### config.mk
export PLATFORM = sky130hd
export DESIGN_NAME = v3n_queue
export DESIGN_NICKNAME = d
export VERILOG_FILES = /design/src/v3n_queue.sv
export SDC_FILE = /design/constraint.sdc
export NUM_CORES = 1
export LEC_CHECK = 0
export ABC_CLOCK_PERIOD_IN_PS = 1850
export BUFFER_PORTS_ARGS = -buffer_cell sky130_fd_sc_hd__buf_2
export CORE_AREA = 2 2 44 46
export CTS_CLUSTER_DIAMETER = 150
export DETAILED_ROUTE_END_ITERATION = 10
export DIE_AREA = 0 0 46 48
export GPL_ROUTABILITY_DRIVEN = 0
export PLACE_DENSITY = 0.7
export SYNTH_ARGS = -nofsm -noshare
export SYNTH_HDL_FRONTEND = slang
export SYNTH_SLANG_ARGS = --single-unit
### constraint.sdc
create_clock -name clk_i -period 1.85 [get_ports clk_i]
set_clock_uncertainty 0.2 [all_clocks]
set_input_delay 0.0925 -clock clk_i [delete_from_list [all_inputs] [get_ports clk_i]]
set_output_delay 0.0925 -clock clk_i [all_outputs]
set_load 0.01 [all_outputs]
### src/v3n_queue.sv
// ----------------------------------------------------------------------------
// v3n_queue
// Two-entry queue between front and back.
// ----------------------------------------------------------------------------
module v3n_queue #(
  parameter int unsigned DATA_WIDTH = 8
) (
  input  logic                  clk_i,
  input  logic                  rst_ni,
  input  logic                  push_i,
  input  logic [DATA_WIDTH-1:0] data_i,
  output logic                  full_o,
  input  logic                  pop_i,
  output logic                  avail_o,
  output logic [DATA_WIDTH-1:0] data_o
);
  logic [1:0][DATA_WIDTH-1:0] mem_q;
  logic       wr_q, rd_q;
  logic [1:0] cnt_q;

  assign full_o  = cnt_q[1];
  assign avail_o = (cnt_q != 2'd0);
  assign data_o  = mem_q[rd_q];

  always_ff @(posedge clk_i or negedge rst_ni) begin
    if (!rst_ni) begin
      wr_q  <= 1'b0;
      rd_q  <= 1'b0;
      cnt_q <= 2'd0;
    end else begin
      if (push_i) wr_q <= !wr_q;
      if (pop_i)  rd_q <= !rd_q;
      cnt_q <= cnt_q + {1'b0, push_i} - {1'b0, pop_i};
    end
  end

  always_ff @(posedge clk_i) begin
    if (push_i) mem_q[wr_q] <= data_i;
  end
endmodule

Word level (Yosys, flattened, before mapping)
Cells that the tools add are included.
{ "classes": {"magnitude_cmp": 3, "muxes": 5, "addsub": 2, "mul": 0, "n_bitwise": 0, "n_div": 0, "n_reduce_logical": 4, "shift": 0, "n_eq_ne": 0} }
{ "ops": {"columns": ["operator", "count"], "rows": [
  ["2-to-1 mux 8 bit", 3],
  ["bitwise mux 16 bit", 1],
  ["demux 8 bit (select 1 bit)", 1],
  ["less-than comparator 1 x 2 -> 1 bit, second input constant", 2],
  ["adder 2 x 1 -> 2 bit", 1],
  ["logical NOT 1 bit", 2],
  ["nonzero test 2 bit", 1],
  ["subtractor 2 x 1 -> 2 bit", 1],
  ["greater-or-equal comparator 1 bit, second input constant", 1],
  ["logical AND 1 bit", 1]
]} }
{ "word_totals": {"regBits": 20, "ramBits": 0, "latchBits": 0, "out_inout_bits": 10, "wordCells": 19, "in_bits": 12, "rom_bits": 0, "n_memories": 0} }

Longest topological paths before layout
{ "logic_depth": {"depth_word": 5, "mapped_depth": 5, "mapped_depth_nobuf": 5} }

Worst setup path before layout
No wires, ideal clock.
{ "synth_timing": {"kind": "reg2reg", "from": "register wr_q (netlist name)", "to": "register mem_q[0] (netlist bit), enable pin", "arrival_ns": 0.789, "path_slack_ns": 0.488, "setup_ns": 0.373, "path_stages_with_launch": 2, "cell_sequence": "dfrtp_1 nor2b_1"} }
{ "synth_lines": {"columns": ["element", "line", "text"], "rows": [
  ["end signal: indexed assignment", "38", "if (push_i) mem_q[wr_q] <= data_i;"],
  ["end: declaration", "17", "logic [1:0][DATA_WIDTH-1:0] mem_q;"]
]} }

Worst setup path after layout
{ "layout_timing": {"from": "register rd_q", "to": "output port data_o[6]"} }
{ "layout_between": {"elab_chain_len": 2} }
{ "layout_lines": {"columns": ["element", "line", "text"], "rows": [
  ["start: declaration", "18", "logic wr_q, rd_q;"],
  ["start signal: assignment", "32", "if (pop_i) rd_q <= !rd_q;"],
  ["2-to-1 mux 8 bit (implied by the code) (2 in series)", "23", "assign data_o = mem_q[rd_q];"],
  ["end: declaration", "15", "output logic [DATA_WIDTH-1:0] data_o"]
]} }
Every way passes these cells. The select of a mux whose other input is x is not followed.

==> flow_metrics.env <==
export IMPL_synth_cell_types=11
export IMPL_max_stage_delay_ns=0.70
export IMPL_synth_top_area_share=0.5972
export IMPL_syn_area_um2=804.5
export IMPL_finalCritPeriodShare=0.9536
export IMPL_initial_utilization=0.4763
export IMPL_drt_pre_antenna_iters=4
export IMPL_ant_nets=0
export IMPL_wire_per_inst_um=13.72
export IMPL_maxSlewHeadroom=0.6422
export IMPL_synth_warnings=0
export IMPL_overflow=0
export IMPL_grt_setup_unrepaired="false"
export IMPL_power_density_mw_per_mm2=1290
export IMPL_synth_seq_cells=20
export IMPL_grt_max_degree=12
export IMPL_seq_area_frac_synth=0.7216
export IMPL_min_delay_path_class="reg -> reg"
export IMPL_grt_use_total=0.1297
export IMPL_h_tree_depth=1
export IMPL_regArea_um2=580.6
export IMPL_ys_top_cells_by_area="edfxtp_1 60%, mux2_4 15%, dfrtp_1 12%"
export IMPL_clkTransAtPathRegs_ns=0.11
export IMPL_p_leak_nw=0.4692
export IMPL_fillers=130
export IMPL_avgSynthCellArea_um2=20.63
export IMPL_crit_fanout=9
export IMPL_synth_most_common_cell="edfxtp_1"
export IMPL_slew_violations=0
export IMPL_cts_sinks=20
export IMPL_synth_edf_count=16
export IMPL_cts_tree="yes"
export IMPL_cp_top_family="flip-flops"
export IMPL_crit_path_start_kind="register"
export IMPL_grt_pass1_wl_um=1925
export IMPL_synthFlopType="edfxtp_1"
export IMPL_cts_root_buffer_cell="clkbuf_4"
export IMPL_synth_top_area_cell="edfxtp_1"
export IMPL_crit_chain="mux2_4, buf_2"
export IMPL_critPathSlowestCell="dfrtp_1"
export IMPL_min_period_ns=1.764
export IMPL_drt_iter0_markers=5
export IMPL_clk_latency_ns=0.29
export IMPL_fp_dieArea_mm2=0.002208
export IMPL_syn_num_nets=53
export IMPL_rr_startpoint="cnt_q[0]$_DFF_PN0_"
export IMPL_tns_ns=0
export IMPL_wl_um=1276
export IMPL_cap_violations=0
export IMPL_placement_io_buffers=21
export IMPL_drc=0
export IMPL_grt_pass1_vias=425
export IMPL_area_growth_pct=33.44
export IMPL_routed_via_density=4.785
export IMPL_die_w_um=46
export IMPL_cts_max_path_buffers=2
export IMPL_worst_setup_path_end_kind="output port"
export IMPL_route_vias_total=445
export IMPL_max_freq_mhz=566.9
export IMPL_ctsResizeCount=0
export IMPL_cp_arrival_ns=1.47
export IMPL_cp_num_buf_inv=1
export IMPL_power_w=0.001385
export IMPL_setup_violations=0
export IMPL_hold_worst_slack_ns=0.2957
export IMPL_worstPathRequired_ns=1.56
export IMPL_startpoint="rd_q$_DFFE_PN0P_"
export IMPL_crit_type="reg -> out"
export IMPL_holdCritStartpoint="wr_q$_DFFE_PN0P_"
export IMPL_netlist_instances=39
export IMPL_hold_violations=0
export IMPL_utilization=0.6356
export IMPL_chipHeight_um=48
export IMPL_num_antenna_cells=0
export IMPL_ys_async_sr_fraction=0.2000
export IMPL_ioPinCount=22
export IMPL_fp_coreArea_mm2=0.001689
export IMPL_tightest_slew_ns=0.5367
export IMPL_synthTopCellsByCount="16 x edfxtp_1, 8 x mux2_4, 4 x dfrtp_1"
export IMPL_ir_drop_v=0.0007289
export IMPL_antenna_found_initial=0
export IMPL_status="finished clean"
export IMPL_multi_input_area_um2=205.2
export IMPL_nNetsFinal=91
export IMPL_drive_above_1_share=0.4474
export IMPL_cts_buffers=3
export IMPL_fp_row_count=15
[layout by cell type (no fill, tap or decap)]
cell type,count
or2_2,1
xor2_1,2
xor3_1,1
buf_2,21
buf_4,1
mux2_4,8
dlygate4sd3_1,12
edfxtp_1,16
clkbuf_4,3
and2_1,1
clkinv_1,1
nor2b_1,1
ha_1,2
inv_1,2
dfrtp_1,4
[state kept, by name, summed over array words and instances (netlist names)]
name and flops:
wr_q 1, mem_q 16, cnt_q 2, rd_q 1
[routing by layer]
| metal | up-vias | global-route usage | routed length, um |
|---|---|---|---|
| li1 | 217 | - | - |
| met1 | 217 | 0.1546 | 544 |
| met3 | 0 | 0.03396 | 55 |
| met2 | 11 | 0.2250 | 676 |
| met5 | - | 0 | 0 |
| met4 | 0 | 0.05143 | 0 |
[cell families (layout without fill, tap and decap cells)]
kind of cell / after synthesis / count (layout) / synth area share
muxes: 8 / 8 / 0.1493
adders and majority gates: 2 / 2 / 0.03110
xor gates and xnor gates: 3 / 3 / 0.05132
DFF: 20 / 20 / 0.7216
and+or+nand+nor: 3 / 3 / 0.02334
buffers and inverters: 3 / 40 / 0.02333
[report_power, final]
group	internal (W)	switching, W
clock network	0.0000785	0.000129
registers	0.000611	0.0000910
logic	0.000296	0.000179
[worst reg2reg max path: stages (launching register included)]
cell	delay (ns)
dfrtp_1	0.36
inv_1	0.05
ha_1	0.26
inv_1	0.06
ha_1	0.16
xor3_1	0.21
[area by class of cell]
type                       instances  area share
clock buffer                       3     0.02098
tap                               17     0.01981
inverter                           2    0.006993
clock inverter                     1    0.003497
multi-input combinational         16      0.1911
timing repair buffer              34      0.2168
sequential                        20      0.5408
[worst paths after layout]
| kind | end | slack [ns] | cells past startpoint |
|---|---|---|---|
| setup reg to reg | cnt_q[1]$_DFF_PN0_ | 0.45 | 5 |
| hold / removal | wr_q$_DFFE_PN0P_ | 0.30 | 1 |
| setup / recovery | data_o[6] | 0.09 | 2 |
| max in group asynchronous | rd_q$_DFFE_PN0P_ | 0.80 | 3 |
| min in group asynchronous | cnt_q[1]$_DFF_PN0_ | 0.48 | 3 |
| hold reg to reg | wr_q$_DFFE_PN0P_ | 0.30 | 1 |
[stage by stage]
step | area, um2 | cells | setup slack (ns)
after global placement | 927.1 | 77 | 0.4437
after CTS | 1074 | 93 | 0.07395
after floorplan | 804.5 | 39 | 0.4883
final | 1074 | 93 | 0.08591
after detailed placement | 927.1 | 77 | 0.4137
after global routing | 1074 | 93 | 0.03393
[repair_timing]
item	in CTS	in global routing
buffers inserted	0	0
hold buffers	12	0
hold endpoints to repair	23	0
Power figures use the tool's default switching activity.
